File: config.mk
export PLATFORM = sky130hd
export DESIGN_NAME = bba_csr
export DESIGN_NICKNAME = d
export VERILOG_FILES = /design/src/hw/rtl/bba_pkg.sv /design/src/hw/rtl/bba_csr.sv
export SDC_FILE = /design/constraint.sdc
export NUM_CORES = 1
export LEC_CHECK = 0
export ABC_CLOCK_PERIOD_IN_PS = 4850
export BUFFER_PORTS_ARGS = -buffer_cell sky130_fd_sc_hd__buf_2
export CAP_MARGIN = 20
export CORE_MARGIN = 4
export CORE_UTILIZATION = 43
export CTS_CLUSTER_SIZE = 24
export DETAILED_ROUTE_END_ITERATION = 12
export PLACE_DENSITY = 0.95
export SLEW_MARGIN = 20
export SYNTH_ARGS = -nofsm -noshare
export SYNTH_HDL_FRONTEND = slang
export SYNTH_SLANG_ARGS = --single-unit
File: constraint.sdc
create_clock -name clock -period 4.85 [get_ports clock]
set_clock_uncertainty 0.05 [all_clocks]
set_input_delay 0.97 -clock clock [delete_from_list [all_inputs] [get_ports clock]]
set_output_delay 0.97 -clock clock [all_outputs]
set_load 0.02 [all_outputs]
File: src/hw/rtl/bba_pkg.sv
// ---------------------------------------------------------------------------
// Block bitmap allocator package
// Shared constants, codes and types for the free-block bitmap allocator.
// ---------------------------------------------------------------------------
package bba_pkg;

   // Disk geometry.
   localparam int BLOCK_BYTES     = 512;
   localparam int MAX_BLOCKS      = 65536;
   localparam int BITS_PER_BLOCK  = BLOCK_BYTES * 8;
   localparam int BLK_SHIFT       = $clog2(BITS_PER_BLOCK);

   // Bitmap memory organization: one 64-bit word per row.
   localparam int WORD_BITS       = 64;
   localparam int BIT_W           = $clog2(WORD_BITS);
   localparam int MAP_WORDS       = (MAX_BLOCKS + WORD_BITS - 1) / WORD_BITS;
   localparam int WADDR_W         = $clog2(MAP_WORDS);
   localparam int SPAN_W          = WADDR_W + 1;
   localparam int WORDS_PER_BLOCK = BITS_PER_BLOCK / WORD_BITS;
   localparam int MAX_NB          = (MAX_BLOCKS + BITS_PER_BLOCK - 1) / BITS_PER_BLOCK;
   localparam int NB_W            = $clog2(MAX_NB + 1);
   localparam int POP_W           = $clog2(WORD_BITS + 1);

   // Field widths.
   localparam int FUNC_W   = 2;
   localparam int BLOCK_W  = 16;
   localparam int STATUS_W = 2;
   localparam int COUNT_W  = 17;
   localparam int TOTAL_W  = 17;

   localparam logic [TOTAL_W-1:0] MAX_TOTAL   = TOTAL_W'(MAX_BLOCKS);
   localparam logic [TOTAL_W-1:0] RESET_TOTAL = TOTAL_W'(65536);
   localparam logic [TOTAL_W-1:0] MIN_TOTAL   = TOTAL_W'(4);
   localparam logic [TOTAL_W-1:0] RESERVED    = TOTAL_W'(3);

   // Configuration port.
   localparam int CSR_AW   = 2;
   localparam int CSR_DW   = 32;
   localparam logic [CSR_AW-1:0] CSR_TOTAL_ADDR = CSR_AW'(0);

   // Operation codes.
   localparam logic [FUNC_W-1:0] FUNC_ALLOC  = FUNC_W'(0);
   localparam logic [FUNC_W-1:0] FUNC_FREE   = FUNC_W'(1);
   localparam logic [FUNC_W-1:0] FUNC_COUNT  = FUNC_W'(2);
   localparam logic [FUNC_W-1:0] FUNC_FORMAT = FUNC_W'(3);

   // Status codes.
   localparam logic [STATUS_W-1:0] STATUS_OK        = STATUS_W'(0);
   localparam logic [STATUS_W-1:0] STATUS_FULL      = STATUS_W'(1);
   localparam logic [STATUS_W-1:0] STATUS_TOO_SMALL = STATUS_W'(2);

   // Disk geometry derived from the configured block count.
   typedef struct packed {
      logic [TOTAL_W-1:0] eff_total;
      logic [SPAN_W-1:0]  span_words;
      logic [TOTAL_W-1:0] fmt_lo;
      logic               too_small;
   } bba_geom_type;

   // Results of the shared word unit.
   typedef struct packed {
      logic [POP_W-1:0]     pop;
      logic                 hit;
      logic [BIT_W-1:0]     first;
      logic [WORD_BITS-1:0] fmt_mask;
   } bba_word_res_type;

   typedef enum logic [2:0] {
      ST_CLEAR,
      ST_IDLE,
      ST_ALLOC,
      ST_COUNT,
      ST_FREE_RD,
      ST_FREE_WR,
      ST_FORMAT,
      ST_DONE
   } bba_state_type;

endpackage

File: src/hw/rtl/bba_csr.sv
// ---------------------------------------------------------------------------
// Block bitmap allocator register file
// Holds the disk size and derives the disk geometry the engine works with.
// ---------------------------------------------------------------------------
module bba_csr (
   input  logic                    clock,
   input  logic                    reset,
   input  logic                    psel,
   input  logic                    penable,
   input  logic                    pwrite,
   input  logic [bba_pkg::CSR_AW-1:0] paddr,
   input  logic [bba_pkg::CSR_DW-1:0] pwdata,
   output logic [bba_pkg::CSR_DW-1:0] prdata,
   output logic                    pready,
   output bba_pkg::bba_geom_type   geom
);
   import bba_pkg::*;

   logic [TOTAL_W-1:0] total_ff;
   logic [TOTAL_W-1:0] total_in;
   logic [TOTAL_W-1:0] eff;
   logic [TOTAL_W:0]   round_up;
   logic [NB_W-1:0]    nb;
   logic [31:0]        span_full;

   always_comb begin
      total_in = total_ff;
      if (psel && penable && pwrite && paddr == CSR_TOTAL_ADDR) begin
         total_in = pwdata[TOTAL_W-1:0];
      end
   end

   always_ff @(posedge clock) begin
      if (reset) begin
         total_ff <= RESET_TOTAL;
      end else begin
         total_ff <= total_in;
      end
   end

   assign pready = 1'b1;
   assign prdata = (paddr == CSR_TOTAL_ADDR) ? CSR_DW'(total_ff) : '0;

   // Geometry: clamp to the map size, then the number of bitmap blocks in use.
   always_comb begin
      eff       = (total_ff > MAX_TOTAL) ? MAX_TOTAL : total_ff;
      round_up  = {1'b0, eff} + (TOTAL_W + 1)'(BITS_PER_BLOCK - 1);
      nb        = NB_W'(round_up >> BLK_SHIFT);
      span_full = 32'(nb) * 32'(WORDS_PER_BLOCK);
      if (span_full > 32'(MAP_WORDS)) begin
         span_full = 32'(MAP_WORDS);
      end
      geom.eff_total  = eff;
      geom.span_words = SPAN_W'(span_full);
      geom.fmt_lo     = TOTAL_W'(nb) + RESERVED;
      geom.too_small  = (eff <= MIN_TOTAL) || (eff <= TOTAL_W'(nb) + RESERVED);
   end

endmodule

==> metrics.md, run 1 <==
| Metric | Value |
|---|---|
| Clock power share | `0.256` |
| Syn avg cell area | `7.18 um2` |
| Top flop regs | `total_ff x17` |
| Total gr overflow | `0` |
| Slew @ Worst Pin | `0.823 ns` |
| Fin. Hold Viols | `0` |
| Post-CTS Repair Setup Buffers | `0` |
| DR iter-0 viols | `57` |
| Core ar. | `between 0.003 and 0.004 mm2` |
| Sw frac | `0.332` |
| CP delay by family, top | `simple AND/OR/NAND/NOR gates` |
| Share of layout cells above drive strength 1 | `0.292` |
| Chip width | `roughly 68 um` |
| Setup WS pre-CTS | `about 0.8 ns` |
| Leakage | `~0.95 nW` |
| First-pass GRT wire length | `just under 6000 um` |
| Levels on crit path | `10` |
| Largest net degree at the start of global routing | `23` |
| Max_cap viols | `0` |
| Htree depth | `1` |
| Post-Route Setup TNS | `0 ns` |
| GR Util All Layers | `0.165` |
| Drt first pass iters | `4` |
| Synthesis-to-finish area growth | `16.9%` |
| Initial antenna violation count | `0` |
| Die Span Y | `about 68 um` |
| Yosys cell types | `41` |
| Mapped Area | `~0.0015 mm2` |
| Worst path max stage delay | `about 0.6 ns` |
| Vias per cell | `4.68` |
| Synth warn | `0` |
| Post-CTS Hold Fix Bufs | `0` |
| Ant. Diodes | `0` |
| CP max-delay cell | `or4_4` |
| Root Buffer | `clkbuf_4` |
| Register Area | `about 340 um2` |
| Synth top area share | `0.222` |
| Top reg by flops | `total_ff` |
| Clock Sinks | `17` |
| Peak VDD IR | `around 140 uV` |
| Net count reported at finish | `between 300 and 400` |
| Max Freq | `about 230 MHz` |
| Routed length per instance | `12.1 um` |
| Period minus WS final | `approximately 4.4 ns` |
| Worst Setup End Kind | `primary output` |
| Vias in the first global route | `1379` |
| Crit-path max FO | `7` |
| Comb pwr share | `0.240` |
| Synth top area cells | `dfxtp_1 22%, buf_4 17%, nand2_1 9.8%` |
| Post-cts resize count | `0` |
| Fin crit share | `0.909` |
| Worst setup SP type | `flop` |
| Post-route cell area | `between 0.0015 and 0.002 mm2` |
| Slew Limit Headroom | `0.449` |
| Kind of critical path | `reg2out` |
| Fillcell total | `about 350` |
| Clock Latency Late Sink | `0.27 ns` |
| DRT antenna net count | `0` |
| Post-DP Area | `roughly 0.0018 mm2` |
| DP HPWL | `roughly 3100 um` |
| Final setup violation count | `0` |
| Hold Crit Depth | `2` |
| # IOs | `about 120` |
| Routed Wire Length | `~3900 um` |
| Reg2Reg Depth | `3` |
| Placer Congestion | `just under 0.8` |
| Final worst slack | `~0.44 ns` |
| Asr flop ratio synth | `0` |
| Int Power | `between 0.15 and 0.2 mW` |
| Crit-path cells | `or4_4, or3_1, a311oi_2, o22ai_1, ha_1, nand4_1, o21ai_0, a21oi_1, o31a_1, buf_2` |
| HP Class | `reg2reg` |
| # port buffers | `between 60 and 70` |
| Sw power | `around 0.095 mW` |
| Initial Util | `0.451` |
| Number of synthesized flops with an enable pin | `0` |
| RSZ-0062 raised after global routing | `no` |
| DRC viols | `0` |
| TritonCTS clock tree | `yes` |
| Synth area leader | `dfxtp_1` |
| Buffers and inverters on the worst path | `1` |
| Syn Inst Count | `213` |
| Sequential fraction of the synthesis area | `0.222` |
| TritonCTS Buffers | `3` |
| Status | `completed` |
| Crit path DAT | `3.39 ns` |
| Multi-input combinational cell area | `~0.0010 mm2` |
| # rows | `21` |
| Total power per unit cell area | `~160 mW/mm2` |
| Flop pwr share | `0.504` |
| Via count | `approximately 1500` |
| Post-synth top flop | `dfxtp_1` |
| Final core area utilization | `0.528` |
| Max reg flops | `17` |
| Slew Limit Fails | `0` |
| Worst-path clk slew | `~0.10 ns` |
| Clock Path Buffers | `2` |
| DIE AREA | `0.00458 mm2` |
| Post-synthesis register bit count | `17` |
| Req. time, crit path | `between 3 and 4 ns` |
## cell type report
type                       instances  area share
multi-input combinational        181       0.562
timing repair buffer              69       0.194
sequential                        17       0.190
tap                               46      0.0322
clock buffer                       3      0.0126
inverter                           3     0.00629
clock inverter                     1     0.00280
## power groups by stage
stage                     logic, mW  clock network [mW]  registers (mW)
final                        0.0686              0.0730           0.144
after global routing         0.0754              0.0809           0.144
after detailed placement     0.0676                   0           0.147
after global placement       0.0664                   0           0.147
after floorplan              0.0731                   0           0.146
after CTS                    0.0678              0.0760           0.144
## kinds of logic (layout without fill, tap and decap cells)
family	after synthesis	in the layout	synth area share
flip-flops	17	17	0.222
buffers and inverters	48	76	0.202
adder cells (fa/ha/maj)	6	6	0.0491
AO/OA/AOI/OAI	35	35	0.150
AND/OR/NAND/NOR	100	100	0.343
XOR/XNOR	5	5	0.0286
other	2	35	0.00491
## stage by stage
stage | power (mW) | cells | hold WS, ns
2_1_floorplan | 0.219 | 246 | 0.405
3_3_place_gp | 0.213 | 316 | 0.431
3_5_place_dp | 0.215 | 316 | 0.438
4_1_cts | 0.288 | 320 | 0.453
5_1_grt | 0.301 | 320 | 0.492
6_report | 0.285 | 320 | 0.454
## worst reg2reg max path, delay by kind of cell (launching register included)
kind | cells | cell delay [ns]
flip-flops | 1 | 0.35
buffers and inverters | 1 | 0.25
AND/OR/NAND/NOR | 2 | 0.17
## routing by layer
metal  track usage  vias to the layer above  wire length (um)
met5             0                        -                 0
li1              -                      766                 -
met1         0.181                      667              1540
met4        0.0785                        0                69
met3        0.0300                        6               321
met2         0.301                       59              1940
## layout by cell type (no fill, tap or decap), types with 4 or more instances in the layout
cell,count
a21oi_1,19
and2_1,23
buf_2,68
conb_1,35
dfxtp_1,17
ha_1,6
nand2_1,40
nor2_1,6
nor2b_1,10
nor3_1,4
## final timing paths
check                       to  slack (ns)    startpoint
setup / recovery       geom[0]        0.44   total_ff[7]
hold / removal     total_ff[8]        0.45   total_ff[8]
setup reg to reg  total_ff[16]        3.98  total_ff[16]
hold reg to reg    total_ff[8]        0.45   total_ff[8]
## cells in the mapped netlist (all sizes together), types with 2 or more instances
| master | number |
|---|---|
| or4 | 4 |
| and2 | 23 |
| or3 | 2 |
| nor4 | 2 |
| a21o | 3 |
| dfxtp | 17 |
| nor2 | 6 |
| ha | 6 |
| conb | 2 |
| and3 | 2 |
| nand2 | 40 |
| or2 | 2 |
| buf | 36 |
| o21ai | 2 |
| nand4 | 2 |
| nor2b | 10 |
| xor2 | 2 |
| inv | 2 |
| nor3 | 4 |
| a21oi | 19 |
| nand3b | 2 |
| clkbuf | 9 |
| xnor2 | 3 |
(Power assumes the default switching activity.)
==> inputs of run 2 (changes only) <==
- PLACE_DENSITY: 0.95 -> 0.83
==> metrics.md, run 2 (same netlist as run 1, synthesis figures left out) <==
| Metric | Value |
|---|---|
| Post-DP Area | `0.00176 mm2 (unchanged)` |
| Final worst slack | `0.460 ns (+0.0199 ns)` |
| Crit-path cells | `or4_1, or3_1, a311oi_2, o22ai_1, ha_1, nand4_1, o21ai_0, a21oi_1, o31a_1, buf_2` |
| Commonest non-fill, non-tap cells in the layout | `68 x buf_2, 40 x nand2_1, 35 x conb_1` |
| Reg2Reg Depth | `3 (unchanged)` |
| Fin cells | `320 (unchanged)` |
| Hold Crit Depth | `2 (unchanged)` |
| Drt first pass iters | `4 (unchanged)` |
| Clock Sinks | `17 (unchanged)` |
| Vias in the first global route | `1258 (-8.8%)` |
| Max_cap viols | `0 (unchanged)` |
| Net count reported at finish | `320 (unchanged)` |
| Req. time, crit path | `3.83 ns (about the same)` |
| GR Util All Layers | `0.156 (-0.00849)` |
| Crit path DAT | `3.37 ns (-0.02 ns)` |
| Routed length per instance | `11.6 um (-4.4%)` |
| Total power per unit cell area | `160 mW/mm2 (+0.38%)` |
| Max Freq | `228 MHz (+0.45%)` |
| Crit-path max FO | `7 (unchanged)` |
| Post-CTS Hold Fix Bufs | `0 (unchanged)` |
| Worst Setup End Kind | `primary output` |
| Slew @ Worst Pin | `0.840 ns (+0.0169 ns)` |
| Worst path max stage delay | `0.63 ns (+0.03 ns)` |
| Chip width | `67.7 um (unchanged)` |
| R2R Setup Slk | `4.01 ns (+0.03 ns)` |
| Final setup violation count | `0 (unchanged)` |
| Hold Worst Slack | `0.457 ns (+0.00216 ns)` |
| Worst Hold Endpoint | `total_ff[3]` |
| First-pass GRT wire length | `5650 um (-4.8%)` |
| Die Span Y | `67.7 um (unchanged)` |
| Top flop regs | `total_ff x17` |
| DP HPWL | `2980 um (-5.0%)` |
| Ant. Diodes | `0 (unchanged)` |
| Worst-path clk slew | `0.10 ns (about the same)` |
| Worst reg2reg startpoint | `total_ff[16]` |
| Routed Wire Length | `3700 um (-4.4%)` |
| Slew Limit Fails | `0 (unchanged)` |
| # IOs | `118 (unchanged)` |
| CP max-delay cell | `or4_1` |
| TritonCTS clock tree | `yes` |
| Peak VDD IR | `125 uV (-12%)` |
| Max reg flops | `17 (unchanged)` |
| Fin. Hold Viols | `0 (unchanged)` |
| Post-cts resize count | `0 (unchanged)` |
| DRT antenna net count | `0 (unchanged)` |
| Synthesis-to-finish area growth | `16.9% (unchanged)` |
| RR Endpoint | `total_ff[16]` |
| Setup crit start | `total_ff[2]` |
| Kind of critical path | `reg2out` |
| DR iter-0 viols | `27 (-53%)` |
| Status | `completed` |
| HP Class | `reg2reg` |
| Worst setup SP type | `flop` |
| Total gr overflow | `0 (unchanged)` |
| Fillcell total | `358 (+1.1%)` |
| Placer Congestion | `0.767 (-2.0%)` |
| CP delay by family, top | `simple AND/OR/NAND/NOR gates` |
| RSZ-0062 raised after global routing | `no` |
| Initial antenna violation count | `0 (unchanged)` |
| Buffers and inverters on the worst path | `1 (unchanged)` |
| Most common library cell in the layout ignoring fill and taps | `buf_2` |
| Fin crit share | `0.905 (-0.00410)` |
| Share of layout cells above drive strength 1 | `0.292 (unchanged)` |
| DIE AREA | `0.00458 mm2 (unchanged)` |
| Slew Limit Headroom | `0.438 (-0.0113)` |
| Clock Path Buffers | `2 (unchanged)` |
| Top reg by flops | `total_ff` |
| # port buffers | `68 (unchanged)` |
| Setup WS pre-CTS | `0.802 ns (+0.00274 ns)` |
| TritonCTS Buffers | `3 (unchanged)` |
| Largest net degree at the start of global routing | `23 (unchanged)` |
| Period minus WS final | `4.39 ns (-0.0199 ns)` |
| Initial Util | `0.451 (unchanged)` |
| Post-CTS Repair Setup Buffers | `0 (unchanged)` |
| # rows | `21 (unchanged)` |
| Post-Route Setup TNS | `0 ns (unchanged)` |
| Clock Latency Late Sink | `0.28 ns (about the same)` |
| Htree depth | `1 (unchanged)` |
| Root Buffer | `clkbuf_4` |
| Worst hold start | `total_ff[3]` |
| DRC viols | `0 (unchanged)` |
| Post-route cell area | `0.00179 mm2 (unchanged)` |
| Vias per cell | `4.57 (-2.5%)` |
| Dpl cells | `316 (unchanged)` |
| Core ar. | `0.00339 mm2 (unchanged)` |
| Leakage | `0.952 nW (unchanged)` |
| Via count | `1461 (-2.5%)` |
run 2: cell counts in the layout (fill, tap and decap cells not counted):
Identical to the previous run, type by type.
run 2: through the flow:
stage | total power, mW | utilization
CTS | 0.288 | 0.528
global route | 0.305 | 0.528
floorplan | 0.219 | -
global placement | 0.214 | 0.520
detailed placement | 0.214 | 0.520
finish | 0.287 | 0.528
run 2: power by group:
group | switching, mW | internal (mW)
Combinational | 0.0489 | 0.0187
Clock | 0.0443 | 0.0306
Sequential | 0.00262 | 0.141
run 2: worst max path at each step:
stage                    to  cells after the start
floorplan           geom[0]                     10
global placement    geom[0]                     10
detailed placement  geom[0]                     10
CTS                 geom[0]                     10
global route        geom[0]                     10
finish              geom[0]                     10
run 2: routing by layer:
layer | vias to the layer above | part of all wire | global-route usage
met5 | - | 0 | 0
met2 | 48 | 0.51 | 0.272
met1 | 646 | 0.41 | 0.197
met4 | 0 | 0.0027 | 0.0456
met3 | 2 | 0.079 | 0.0233
li1 | 765 | - | -
run 2: cell type report:
type / count / area (um2) / area share
clock buffers: 3 / 22.5 / 0.0126
flip-flops and latches: 17 / 340 / 0.190
clock inverters: 1 / 5.00 / 0.00280
well taps: 46 / 57.6 / 0.0322
repair buffers: 69 / 348 / 0.194
multi-input cells: 181 / 1000 / 0.562
inverters: 3 / 11.3 / 0.00629
run 2: worst min-delay path, delay by kind of cell, from the launching register on:
kind            cells  cell delay [ns]
compound gates      1             0.05
flops               1             0.35
simple gates        1             0.07
